--- src/rtl/trs_pkg.sv ---
// trs_pkg: shared widths, register indexes, reset values and the
// command/status structs between the splitter controller and datapath.
// Used by every module of the transfer range splitter; depends on nothing.
`default_nettype none

package trs_pkg;

  localparam int SZ_W           = 48;  // byte offsets and lengths
  localparam int DFLT_W         = 7;   // default_chunks register
  localparam int CFG_W          = 48;  // widest register
  localparam int CFG_IDX_W      = 2;
  localparam int IDX_OUT_W      = 6;
  localparam int CNT_OUT_W      = 7;
  localparam int DIV_CNT_W      = $clog2(SZ_W);
  localparam int MAX_CHUNKS_DEF = 64;

  localparam logic [CFG_IDX_W-1:0] REG_DEFAULT_CHUNKS = 2'd0;
  localparam logic [CFG_IDX_W-1:0] REG_MIN_CHUNK_SIZE = 2'd1;
  localparam logic [CFG_IDX_W-1:0] REG_MAX_CHUNK_SIZE = 2'd2;

  localparam logic [DFLT_W-1:0] DFLT_RST = 7'd5;
  localparam logic [SZ_W-1:0]   MIN_RST  = 48'd65536;
  localparam logic [SZ_W-1:0]   MAX_RST  = 48'd16777216;

  typedef enum logic [1:0] {
    DIV_DFLT  = 2'd0,
    DIV_MIN   = 2'd1,
    DIV_MAX   = 2'd2,
    DIV_COUNT = 2'd3
  } div_sel_t;

  typedef struct packed {
    logic     load;
    logic     emit_empty;
    logic     div_start;
    div_sel_t div_sel;
    logic     count_dflt;
    logic     count_div;
    logic     body_ld;
    logic     emit;
  } cmd_t;

  typedef struct packed {
    logic total_zero;
    logic div_done;
    logic below_min;
    logic above_max;
    logic emit_last;
  } stat_t;

endpackage

`default_nettype wire

--- src/rtl/trs_div.sv ---
// trs_div: restoring divider, one quotient bit per cycle.
// Depends on trs_pkg for the operand width.
`default_nettype none

module trs_div (
  input  wire logic                     clk,
  input  wire logic                     rst_n,
  input  wire logic                     start_i,
  input  wire logic [trs_pkg::SZ_W-1:0] dividend_i,
  input  wire logic [trs_pkg::SZ_W-1:0] divisor_i,
  output logic                          done_o,
  output logic [trs_pkg::SZ_W-1:0]      quo_o,
  output logic [trs_pkg::SZ_W-1:0]      rem_o
);

  logic [trs_pkg::SZ_W-1:0]      rem_r, rem_nxt;
  logic [trs_pkg::SZ_W-1:0]      quo_r, quo_nxt;
  logic [trs_pkg::SZ_W-1:0]      dvs_r;
  logic [trs_pkg::DIV_CNT_W-1:0] cnt_r;
  logic                          busy_r, done_r;
  logic [trs_pkg::SZ_W:0]        rem_sh;
  logic [trs_pkg::SZ_W+1:0]      diff;
  logic                          ge;

  always_comb begin
    rem_sh  = {rem_r, quo_r[trs_pkg::SZ_W-1]};
    diff    = {1'b0, rem_sh} - {2'b00, dvs_r};
    ge      = ~diff[trs_pkg::SZ_W+1];
    rem_nxt = ge ? diff[trs_pkg::SZ_W-1:0] : rem_sh[trs_pkg::SZ_W-1:0];
    quo_nxt = {quo_r[trs_pkg::SZ_W-2:0], ge};
  end

  always_ff @(posedge clk) begin
    if (!rst_n) begin
      busy_r <= 1'b0;
      done_r <= 1'b0;
    end else begin
      done_r <= 1'b0;
      if (start_i) begin
        busy_r <= 1'b1;
      end else if (busy_r && cnt_r == trs_pkg::DIV_CNT_W'(trs_pkg::SZ_W - 1)) begin
        busy_r <= 1'b0;
        done_r <= 1'b1;
      end
    end
  end

  always_ff @(posedge clk) begin
    if (start_i) begin
      rem_r <= '0;
      quo_r <= dividend_i;
      dvs_r <= divisor_i;
      cnt_r <= '0;
    end else if (busy_r) begin
      rem_r <= rem_nxt;
      quo_r <= quo_nxt;
      cnt_r <= cnt_r + 1'b1;
    end
  end

  assign done_o = done_r;
  assign quo_o  = quo_r;
  assign rem_o  = rem_r;

endmodule

`default_nettype wire

--- src/rtl/trs_dp.sv ---
// trs_dp: splitter datapath - configuration registers, count selection,
// body/tail sizes, chunk walk and the registered result.
// Depends on trs_pkg and trs_div.
`default_nettype none

module trs_dp #(
  parameter int MAX_CHUNKS = trs_pkg::MAX_CHUNKS_DEF
) (
  input  wire logic                               clk,
  input  wire logic                               rst_n,
  input  wire trs_pkg::cmd_t                      cmd_i,
  output trs_pkg::stat_t                          stat_o,
  input  wire logic                               cfg_we,
  input  wire logic [trs_pkg::CFG_IDX_W-1:0]      cfg_index,
  input  wire logic [trs_pkg::CFG_W-1:0]          cfg_wdata,
  input  wire logic [trs_pkg::SZ_W-1:0]           in_total_size,
  output logic                                    out_valid,
  output logic [trs_pkg::SZ_W-1:0]                out_chunk_start,
  output logic [trs_pkg::SZ_W-1:0]                out_chunk_length,
  output logic [trs_pkg::IDX_OUT_W-1:0]           out_chunk_index,
  output logic [trs_pkg::CNT_OUT_W-1:0]           out_chunk_count,
  output logic                                    out_count_clamped,
  output logic                                    out_last_chunk
);

  localparam int CNT_W = $clog2(MAX_CHUNKS + 1);
  localparam int IDX_W = (MAX_CHUNKS > 1) ? $clog2(MAX_CHUNKS) : 1;
  localparam logic [trs_pkg::SZ_W-1:0]   MAX_WIDE = trs_pkg::SZ_W'(MAX_CHUNKS);
  localparam logic [trs_pkg::DFLT_W-1:0] MAX_DFLT = trs_pkg::DFLT_W'(MAX_CHUNKS);
  localparam logic [CNT_W-1:0]           MAX_CNT  = CNT_W'(MAX_CHUNKS);

  logic [trs_pkg::DFLT_W-1:0] dflt_r;
  logic [trs_pkg::SZ_W-1:0]   min_r, max_r;
  logic [trs_pkg::DFLT_W-1:0] dflt_eff;
  logic [trs_pkg::SZ_W-1:0]   min_eff, max_eff;

  logic [trs_pkg::SZ_W-1:0]   total_r;
  trs_pkg::div_sel_t          div_sel_r;
  logic [CNT_W-1:0]           count_r, count_nxt;
  logic                       clamp_r, clamp_nxt;
  logic [trs_pkg::SZ_W-1:0]   body_r, tail_r, rem_r;
  logic [CNT_W-1:0]           left_r, cnt_out_r;
  logic [IDX_W-1:0]           idx_r;

  logic [trs_pkg::SZ_W-1:0]   divisor;
  logic                       div_done;
  logic [trs_pkg::SZ_W-1:0]   div_q, div_r;
  logic [trs_pkg::SZ_W-1:0]   len, rem_nxt;

  logic                       out_valid_r;
  logic [trs_pkg::SZ_W-1:0]   out_start_r, out_len_r;
  logic [IDX_W-1:0]           out_idx_r;
  logic [CNT_W-1:0]           out_cnt_r;
  logic                       out_clamp_r, out_last_r;

  // a zero register behaves as one
  assign dflt_eff = (dflt_r == '0) ? trs_pkg::DFLT_W'(1) : dflt_r;
  assign min_eff  = (min_r == '0) ? trs_pkg::SZ_W'(1) : min_r;
  assign max_eff  = (max_r == '0) ? trs_pkg::SZ_W'(1) : max_r;

  always_ff @(posedge clk) begin
    if (!rst_n) begin
      dflt_r <= trs_pkg::DFLT_RST;
      min_r  <= trs_pkg::MIN_RST;
      max_r  <= trs_pkg::MAX_RST;
    end else if (cfg_we) begin
      case (cfg_index)
        trs_pkg::REG_DEFAULT_CHUNKS: dflt_r <= cfg_wdata[trs_pkg::DFLT_W-1:0];
        trs_pkg::REG_MIN_CHUNK_SIZE: min_r  <= cfg_wdata[trs_pkg::SZ_W-1:0];
        trs_pkg::REG_MAX_CHUNK_SIZE: max_r  <= cfg_wdata[trs_pkg::SZ_W-1:0];
        default: ;
      endcase
    end
  end

  always_comb begin
    case (cmd_i.div_sel)
      trs_pkg::DIV_DFLT:  divisor = trs_pkg::SZ_W'(dflt_eff);
      trs_pkg::DIV_MIN:   divisor = min_eff;
      trs_pkg::DIV_MAX:   divisor = max_eff;
      trs_pkg::DIV_COUNT: divisor = trs_pkg::SZ_W'(count_r);
      default:            divisor = trs_pkg::SZ_W'(1);
    endcase
  end

  trs_div u_div (
    .clk        (clk),
    .rst_n      (rst_n),
    .start_i    (cmd_i.div_start),
    .dividend_i (total_r),
    .divisor_i  (divisor),
    .done_o     (div_done),
    .quo_o      (div_q),
    .rem_o      (div_r)
  );

  // chunk count from the default or from the limit division, saturated
  always_comb begin
    count_nxt = MAX_CNT;
    clamp_nxt = 1'b0;
    if (cmd_i.count_dflt) begin
      if (dflt_eff > MAX_DFLT) begin
        clamp_nxt = 1'b1;
      end else begin
        count_nxt = CNT_W'(dflt_eff);
      end
    end else if (div_sel_r == trs_pkg::DIV_MAX) begin
      if (div_q >= MAX_WIDE) begin
        clamp_nxt = 1'b1;
      end else begin
        count_nxt = div_q[CNT_W-1:0] + 1'b1;
      end
    end else begin
      if (div_q > MAX_WIDE) begin
        clamp_nxt = 1'b1;
      end else if (div_q == '0) begin
        count_nxt = CNT_W'(1);
      end else begin
        count_nxt = div_q[CNT_W-1:0];
      end
    end
  end

  assign len     = (idx_r == '0) ? tail_r : body_r;
  assign rem_nxt = rem_r - len;

  always_ff @(posedge clk) begin
    if (cmd_i.load) begin
      total_r <= in_total_size;
    end
    if (cmd_i.div_start) begin
      div_sel_r <= cmd_i.div_sel;
    end
    if (cmd_i.count_dflt || cmd_i.count_div) begin
      count_r <= count_nxt;
      clamp_r <= clamp_nxt;
    end
    if (cmd_i.body_ld) begin
      body_r    <= div_q;
      tail_r    <= div_q + div_r;
      rem_r     <= total_r;
      idx_r     <= '0;
      // an empty body leaves the whole transfer in the tail chunk
      left_r    <= (div_q == '0) ? CNT_W'(1) : count_r;
      cnt_out_r <= (div_q == '0) ? CNT_W'(1) : count_r;
    end else if (cmd_i.emit) begin
      rem_r  <= rem_nxt;
      idx_r  <= idx_r + 1'b1;
      left_r <= left_r - 1'b1;
    end
  end

  always_ff @(posedge clk) begin
    if (!rst_n) begin
      out_valid_r <= 1'b0;
    end else begin
      out_valid_r <= cmd_i.emit | cmd_i.emit_empty;
    end
  end

  always_ff @(posedge clk) begin
    if (cmd_i.emit_empty) begin
      out_start_r <= '0;
      out_len_r   <= '0;
      out_idx_r   <= '0;
      out_cnt_r   <= '0;
      out_clamp_r <= 1'b0;
      out_last_r  <= 1'b1;
    end else if (cmd_i.emit) begin
      out_start_r <= rem_nxt;
      out_len_r   <= len;
      out_idx_r   <= idx_r;
      out_cnt_r   <= cnt_out_r;
      out_clamp_r <= clamp_r;
      out_last_r  <= (left_r == CNT_W'(1));
    end
  end

  assign stat_o.total_zero = (in_total_size == '0);
  assign stat_o.div_done   = div_done;
  assign stat_o.below_min  = (div_q < min_eff);
  assign stat_o.above_max  = (div_q > max_eff);
  assign stat_o.emit_last  = (left_r == CNT_W'(1));

  assign out_valid         = out_valid_r;
  assign out_chunk_start   = out_start_r;
  assign out_chunk_length  = out_len_r;
  assign out_chunk_index   = trs_pkg::IDX_OUT_W'(out_idx_r);
  assign out_chunk_count   = trs_pkg::CNT_OUT_W'(out_cnt_r);
  assign out_count_clamped = out_clamp_r;
  assign out_last_chunk    = out_last_r;

endmodule

`default_nettype wire

--- src/rtl/trs_ctrl.sv ---
// trs_ctrl: splitter sequencer - default division, optional limit division,
// body division, then one chunk per cycle; a zero-size item gets one empty result.
// Depends on trs_pkg for the command and status structs.
`default_nettype none

module trs_ctrl (
  input  wire logic           clk,
  input  wire logic           rst_n,
  input  wire logic           start,
  output logic                busy,
  input  wire trs_pkg::stat_t stat_i,
  output trs_pkg::cmd_t       cmd_o
);

  typedef enum logic [6:0] {
    ST_IDLE  = 7'b0000001,
    ST_PREP1 = 7'b0000010,
    ST_DIV1  = 7'b0000100,
    ST_DIV2  = 7'b0001000,
    ST_PREP3 = 7'b0010000,
    ST_DIV3  = 7'b0100000,
    ST_EMIT  = 7'b1000000
  } state_t;

  state_t state_r, state_nxt;

  always_comb begin
    state_nxt = state_r;
    cmd_o     = '0;
    case (state_r)
      ST_IDLE: begin
        if (start) begin
          cmd_o.load = 1'b1;
          if (stat_i.total_zero) begin
            cmd_o.emit_empty = 1'b1;
          end else begin
            state_nxt = ST_PREP1;
          end
        end
      end
      ST_PREP1: begin
        cmd_o.div_start = 1'b1;
        cmd_o.div_sel   = trs_pkg::DIV_DFLT;
        state_nxt       = ST_DIV1;
      end
      ST_DIV1: begin
        if (stat_i.div_done) begin
          // minimum test wins over the maximum test
          if (stat_i.below_min) begin
            cmd_o.div_start = 1'b1;
            cmd_o.div_sel   = trs_pkg::DIV_MIN;
            state_nxt       = ST_DIV2;
          end else if (stat_i.above_max) begin
            cmd_o.div_start = 1'b1;
            cmd_o.div_sel   = trs_pkg::DIV_MAX;
            state_nxt       = ST_DIV2;
          end else begin
            cmd_o.count_dflt = 1'b1;
            state_nxt        = ST_PREP3;
          end
        end
      end
      ST_DIV2: begin
        if (stat_i.div_done) begin
          cmd_o.count_div = 1'b1;
          state_nxt       = ST_PREP3;
        end
      end
      ST_PREP3: begin
        cmd_o.div_start = 1'b1;
        cmd_o.div_sel   = trs_pkg::DIV_COUNT;
        state_nxt       = ST_DIV3;
      end
      ST_DIV3: begin
        if (stat_i.div_done) begin
          cmd_o.body_ld = 1'b1;
          state_nxt     = ST_EMIT;
        end
      end
      ST_EMIT: begin
        cmd_o.emit = 1'b1;
        if (stat_i.emit_last) begin
          state_nxt = ST_IDLE;
        end
      end
      default: begin
        state_nxt = ST_IDLE;
      end
    endcase
  end

  always_ff @(posedge clk) begin
    if (!rst_n) begin
      state_r <= ST_IDLE;
    end else begin
      state_r <= state_nxt;
    end
  end

  assign busy = (state_r != ST_IDLE);

endmodule

`default_nettype wire

--- src/rtl/transfer_range_splitter.sv ---
// transfer_range_splitter: top level, joins the sequencer and the datapath.
// Depends on trs_pkg, trs_ctrl and trs_dp (which holds trs_div).
//
// Usage:
//   An item (in_total_size) is taken at a clock edge with start high and busy
//   low. Busy stays high until the last chunk of the item is on the out_ ports.
//   Results appear on the out_ ports for one cycle each, marked by out_valid,
//   tail chunk first in descending start order; out_last_chunk marks the
//   final one. The receiver cannot stall; chunks of one item come on
//   consecutive cycles.
//   A zero-size item gives its single empty result in the cycle after
//   acceptance, busy stays low. Otherwise the count and sizes come from two
//   or three divisions on one shared bit-serial divider (one quotient bit
//   per cycle), and then the chunks follow, one chunk per cycle.
//   Registers are written through cfg_we/cfg_index/cfg_wdata; the user must do so
//   only while busy is low (the block does not enforce it); writes to unlisted indexes are ignored.
//   Reset (rst_n low, synchronous) returns to idle, drops out_valid and
//   restores the register reset values.
`default_nettype none

module transfer_range_splitter #(
  parameter int MAX_CHUNKS = trs_pkg::MAX_CHUNKS_DEF
) (
  input  wire logic                           clk,
  input  wire logic                           rst_n,
  input  wire logic                           start,
  output logic                                busy,
  input  wire logic [trs_pkg::SZ_W-1:0]       in_total_size,
  output logic                                out_valid,
  output logic [trs_pkg::SZ_W-1:0]            out_chunk_start,
  output logic [trs_pkg::SZ_W-1:0]            out_chunk_length,
  output logic [trs_pkg::IDX_OUT_W-1:0]       out_chunk_index,
  output logic [trs_pkg::CNT_OUT_W-1:0]       out_chunk_count,
  output logic                                out_count_clamped,
  output logic                                out_last_chunk,
  input  wire logic                           cfg_we,
  input  wire logic [trs_pkg::CFG_IDX_W-1:0]  cfg_index,
  input  wire logic [trs_pkg::CFG_W-1:0]      cfg_wdata
);

  trs_pkg::cmd_t  cmd;
  trs_pkg::stat_t stat;

  trs_ctrl u_ctrl (
    .clk    (clk),
    .rst_n  (rst_n),
    .start  (start),
    .busy   (busy),
    .stat_i (stat),
    .cmd_o  (cmd)
  );

  trs_dp #(
    .MAX_CHUNKS (MAX_CHUNKS)
  ) u_dp (
    .clk               (clk),
    .rst_n             (rst_n),
    .cmd_i             (cmd),
    .stat_o            (stat),
    .cfg_we            (cfg_we),
    .cfg_index         (cfg_index),
    .cfg_wdata         (cfg_wdata),
    .in_total_size     (in_total_size),
    .out_valid         (out_valid),
    .out_chunk_start   (out_chunk_start),
    .out_chunk_length  (out_chunk_length),
    .out_chunk_index   (out_chunk_index),
    .out_chunk_count   (out_chunk_count),
    .out_count_clamped (out_count_clamped),
    .out_last_chunk    (out_last_chunk)
  );

endmodule

`default_nettype wire

--- config.mk ---
export PLATFORM = sky130hd
export DESIGN_NAME = transfer_range_splitter
export DESIGN_NICKNAME = d
export VERILOG_FILES = /design/src/rtl/trs_pkg.sv /design/src/rtl/trs_div.sv /design/src/rtl/trs_dp.sv /design/src/rtl/trs_ctrl.sv /design/src/rtl/transfer_range_splitter.sv
export SDC_FILE = /design/constraint.sdc
export NUM_CORES = 1
export LEC_CHECK = 0
export ABC_AREA = 1
export BUFFER_PORTS_ARGS = -buffer_cell sky130_fd_sc_hd__buf_4
export CORE_ASPECT_RATIO = 1.5
export CORE_MARGIN = 1.5
export CORE_UTILIZATION = 62
export CTS_CLUSTER_DIAMETER = 100
export DETAILED_ROUTE_END_ITERATION = 7
export PLACE_DENSITY = 0.84
export RECOVER_POWER = 50
export SYNTH_ARGS = -nofsm -noshare
export SYNTH_HDL_FRONTEND = slang
export SYNTH_SLANG_ARGS = --single-unit
--- constraint.sdc ---
create_clock -name clk -period 5.3 [get_ports clk]
set_clock_uncertainty 0.15 [all_clocks]
set_input_delay 0.53 -clock clk [delete_from_list [all_inputs] [get_ports clk]]
set_output_delay 0.53 -clock clk [all_outputs]
set_load 0.01 [all_outputs]
== Yosys cells after proc, flatten, opt, wreduce, memory -nomap -nowiden ==
Index checks and enable logic that the tools add are counted.
Widths: inputs -> output; s select.

* Word-level logic and storage cells: 132
* Input bits: 102
* Output and inout port bits: 113
* Flip-flop bits (word level): 596

* Equal/unequal tests: 22
* Bitwise operators: 3
* Add/sub/neg operators: 7
* Reduce and logical (&&, ||, !) cells: 18
* Multiplexer cells: 50
* $lt $le $gt $ge: 5

{| class="wikitable"
|+ Operators by type and width
! operator !! count
|-
| $mux 48 || 8
|-
| $logic_not 48->1 || 4
|-
| $pmux 48 s4 || 1
|-
| $mux 7 || 16
|-
| $sub 49x48->50 || 1
|-
| $pmux 7 s7 || 1
|-
| $add 48x48->48 || 1
|-
| $ge 48x7->1 const B || 1
|-
| $gt 48x48->1 || 1
|-
| $gt 48x7->1 const B || 1
|-
| $lt 48x48->1 || 1
|-
| $sub 48x48->48 || 1
|-
| $mux 1 || 16
|-
| $eq 7x1->1 const B || 2
|-
| $add 6x1->6 const B || 2
|-
| $mux 5 || 2
|-
| $pmux 3 s3 || 1
|-
| $eq 2x2->1 const B || 4
|-
| $add 7x1->7 const B || 1
|-
| $eq 7x2->1 const B || 1
|-
| $eq 7x3->1 const B || 1
|-
| $eq 7x4->1 const B || 1
|-
| $eq 7x5->1 const B || 1
|-
| $eq 7x6->1 const B || 1
|-
| 22 further kinds || 35
|}

== Depth between registers and ports, before layout ==
* Word-level depth: 9
* Gate-level depth with buffers: 25
* Mapped depth without buffers: 23

== Cells and area by module ==
From an unflattened synthesis, not the netlist that was laid out.

* Cell total of the unflattened synthesis: 4528
* Area total of the unflattened synthesis: 35516.6 um^2

{| class="wikitable"
|+ Modules (own cells, without submodules)
! module !! seq. area each (um^2) !! cells each !! area an instance (um^2) !! instances
|-
| trs_dp || 10910.5 || 2846 || 24425.9 || 1
|-
| trs_div || 4003.8 || 1598 || 10560.1 || 1
|-
| trs_ctrl || 140.1 || 84 || 530.5 || 1
|}

== Worst setup path after synthesis ==
OpenSTA, ideal clock, no wires.

* Path kind: register -> register
* Start: reg u_ctrl.state_r[0]
* End: reg u_dp.body_r[0] (netlist bit) (enable)
* Path buffers: 1
* Library setup time: 0.508 ns
* Data arrival time: 4.093 ns
* Data required time: 4.642 ns
* Path slack: 0.550 ns
* Period minus slack after synthesis: 4.750 ns
* Cell stages (with the launch flop): 7
* Cell sequence: dfxtp_1 nor2_1 inv_1 nor2_1 nand4_1 nor2_1 clkbuf_1

{| class="wikitable"
|+ RTL lines
! item !! RTL line !! source
|-
| start: declaration || trs_ctrl.sv:25 || <nowiki>state_t state_r, state_nxt;</nowiki>
|-
| start signal: assignment || trs_ctrl.sv:96 || <nowiki>state_r <= state_nxt;</nowiki>
|-
| end signal: assignment || trs_dp.sv:139 || <nowiki>body_r <= div_q;</nowiki>
|-
| end: declaration || trs_dp.sv:41 || <nowiki>logic [trs_pkg::SZ_W-1:0] body_r, tail_r, rem_r;</nowiki>
|}

== Final worst setup path ==
* Start: reg u_ctrl.state_r[3]
* End: reg u_dp.rem_r[38] (netlist bit), data pin

* Word-level cells in the longest chain between the ends: 3

{| class="wikitable"
|+ Ends and longest elaborated chain
! item !! RTL line !! source
|-
| $eq 7x6->1 || trs_ctrl.sv:30 || <nowiki>case (state_r)</nowiki>
|-
| $mux 1 || trs_ctrl.sv:30 ||
|-
| $mux 48 || trs_dp.sv:138 || <nowiki>if (cmd_i.body_ld) begin</nowiki>
|-
| end signal: assignment || trs_dp.sv:141 || <nowiki>rem_r <= total_r;</nowiki>
|-
| end signal: assignment || trs_dp.sv:147 || <nowiki>rem_r <= rem_nxt;</nowiki>
|-
| end: declaration || trs_dp.sv:41 ||
|}

No other way between the ends.
A chain may end at the register's enable or synchronous reset.

==> impl_metrics.py <==
metrics = {
    "floorplanning": {
        "design.core.area_um2": 54500,
        "rows": 105,
        "io_pins": 215,
        "fp.dieW_um": 194,
        "die_y_um": 290,
        "dieArea_um2": 56400,
        "start_util": 0.625,
    },
    "detailed_routing": {
        "avgViaCountPerCell": 6.00,
        "first_pass_iters": 6,
        "vias": 30700,
        "drt_iter0_markers": 2267,
        "routed_wl_um": 111000,
        "ant_nets": 0,
        "wl_per_cell_um": 21.7,
        "drc": 0,
    },
    "final_layout": {
        "fin_nets": 4720,
        "areaGrowthSynthToFinish_pct": 12.3,
        "postLayoutCoreUtil": 0.702,
        "drive_gt1_frac": 0.0593,
        "postLayoutCellArea_um2": 38300,
        "instances_no_fill": 5115,
    },
    "synthesis": {
        "ys_seq_area_frac": 0.442,
        "syn_inst": 4136,
        "yosysTopAreaCellShare": 0.275,
        "yosysWarnings": 0,
        "ys_async_sr_fraction": 0,
        "syn_area_um2": 34100,
        "synth-edff-count": 312,
        "synthTopCellsByArea": "edfxtp_1, dfxtp_1, ha_1, nand2_1, a21oi_1",
        "synth-seq-cells": 596,
        "yosysMostFrequentCell": "nand2_1",
        "ys.flop_type": "edfxtp_1",
        "syn-num-nets": 4485,
        "yosys-top-cells-count": "nand2_1, inv_1, a21oi_1",
        "post_synth_num_cell_types": 66,
        "synth.avg_cell_area_um2": 8.24,
        "yosys.area.top_type": "edfxtp_1",
    },
    "power_and_ir_drop": {
        "powerDensity_nw_per_um2": 393,
        "ir_worst_vdd_v": 0.000292,
        "power_mw": 15.0,
        "leakagePower_nw": 16.8,
    },
    "critical_path": {
        "end_kind": "flop",
        "criticalPathCategory": "flop to flop",
        "crit_fanout": 165,
        "crit_required_ns": 5.64,
        "worstSetupStartpointType": "flop",
        "cp.arrival_ns": 4.97,
    },
    "clocking": {
        "cts_setup_buffers": 0,
        "cts_tree": "built",
        "cts_sinks": 596,
        "cts-root-buf": "clkbuf_16",
        "clk_latency_ns": 0.65,
        "h-tree-depth": 2,
        "clk_path_buf_depth": 3,
        "clk_pin_slew_ns": 0.07,
        "numCtsBuffers": 56,
    },
    "timing": {
        "relSlewSlack": -1.36,
        "finalHoldViolations": 0,
        "fmaxAchievable_mhz": 216,
        "setup_tns_ns": 0,
        "finalMaxSlewViolations": 324,
        "setup_viol": 0,
        "hold_ws_ns": 0.0273,
        "min_period_over_period": 0.874,
        "period_needed_ns": 4.63,
        "worst_pin_slew_ns": 3.54,
        "rsz0062_at_grt": "false",
        "worst_slack_ns": 0.670,
    },
    "global_routing": {
        "grt_antenna_before_repair": 1,
        "grt-ovfl-total": 0,
        "grt_max_degree": 166,
        "grt_pass1_vias": 30200,
        "gr-usage-all-layers": 0.389,
        "grt_pass1_wl_um": 167000,
    },
    "placement": {
        "hpwlAfterDp_um": 85200,
        "place_area_um2": 36300,
        "finalWeightedCongestion": 1.01,
        "dp_slack_ns": 0.815,
        "io_buffers": 214,
        "place_inst": 4956,
    },
    "worst_hold_path": {
        "min-delay-path-class": "input pin to flop",
    },
    "flow_run": {
        "cap_violations": 3,
    },
    "outcome": {
        "violations": "max-capacitance violations, max-slew violations",
        "status": "finished with violations",
    },
}
[placed cells by master, fill, tap and decap left out, types with 80 or more instances in the layout]
cell type and n:
inv_1 538, nand2_1 782, nand3_1 136, dfxtp_1 284
buf_4 80, nor2_1 361, o21ai_0 259, ha_1 244
edfxtp_1 312, a21oi_1 470, clkbuf_1 154
[worst paths after layout]
check / depth (start not counted) / slack (ns) / start / end
setup reg to reg: 8 / 0.67 / u_ctrl.state_r[3] / u_dp.rem_r[38]
hold / removal: 3 / 0.03 / cfg_wdata[19] / u_dp.max_r[19]
hold reg to reg: 2 / 0.30 / u_dp.out_chunk_length[32] / u_dp.out_chunk_length[32]
setup / recovery: 8 / 0.67 / u_ctrl.state_r[3] / u_dp.rem_r[38]
[power by group]
part	internal (mW)	total, mW	leakage (nW)	switching, mW
clock	2.43	4.34	0.982	1.90
sequential	5.38	5.88	5.14	0.496
combinational	1.64	4.81	10.7	3.17
total	9.46	15.0	16.8	5.56
[cells by family (layout without fill, tap and decap cells)]
kind of cell               after synthesis  in the layout  synth area share
AOI/OAI and AO/OA                      999            999             0.166
adders and majority gates              247            247            0.0914
buffers and inverters                  677            960            0.0779
muxes                                   48             48            0.0141
other                                    0              1                 0
and+or+nand+nor                       1453           1453             0.179
xor gates and xnor gates               116            116            0.0298
DFF                                    596            596             0.442
[layer usage]
metal / track usage / share of wire / vias to the layer above
li1: - / - / 14600
met1: 0.434 / 0.36 / 14300
met2: 0.691 / 0.50 / 1382
met3: 0.0385 / 0.067 / 377
met4: 0.279 / 0.081 / 0
met5: 0 / 0 / -
[flip-flops by register name (all words and copies together), names as in the netlist, 7 cells and up]
name,flops
u_ctrl.state_r,7
u_dp.body_r,48
u_dp.cnt_out_r,7
u_dp.count_r,7
u_dp.dflt_r,7
u_dp.left_r,7
u_dp.max_r,48
u_dp.min_r,48
u_dp.out_chunk_count,7
u_dp.out_chunk_length,48
u_dp.out_chunk_start,48
u_dp.rem_r,48
u_dp.tail_r,48
u_dp.total_r,48
u_dp.u_div.dvs_r,48
u_dp.u_div.quo_o,48
u_dp.u_div.rem_o,48
[repair_timing]
| item | in CTS | in global routing |
|---|---|---|
| gates resized for setup | 0 | 0 |
| hold endpoints to repair | 52 | 0 |
| hold buffers | 52 | 0 |
[worst max-delay path, cell delays in order (launching register included)]
cell,delay [ns]
dfxtp_1,0.34
nor2_1,0.17
inv_1,0.08
nor2_1,0.17
nand4_1,0.19
nor2_4,0.13
buf_2,2.42
nand2_1,0.41
nand2_1,0.21
[final cells by class]
type	instances	area [um^2]
Tap cell	695	870
Timing Repair Buffer	300	1860
Fill cell	4421	16300
Antenna cell	1	2.50
Clock buffer	76	1670
Sequential cell	596	15100
Multi-Input combinational cell	2863	16400
Clock inverter	30	319
Inverter	554	2080
No activity file was read; power rests on OpenSTA's default activity.
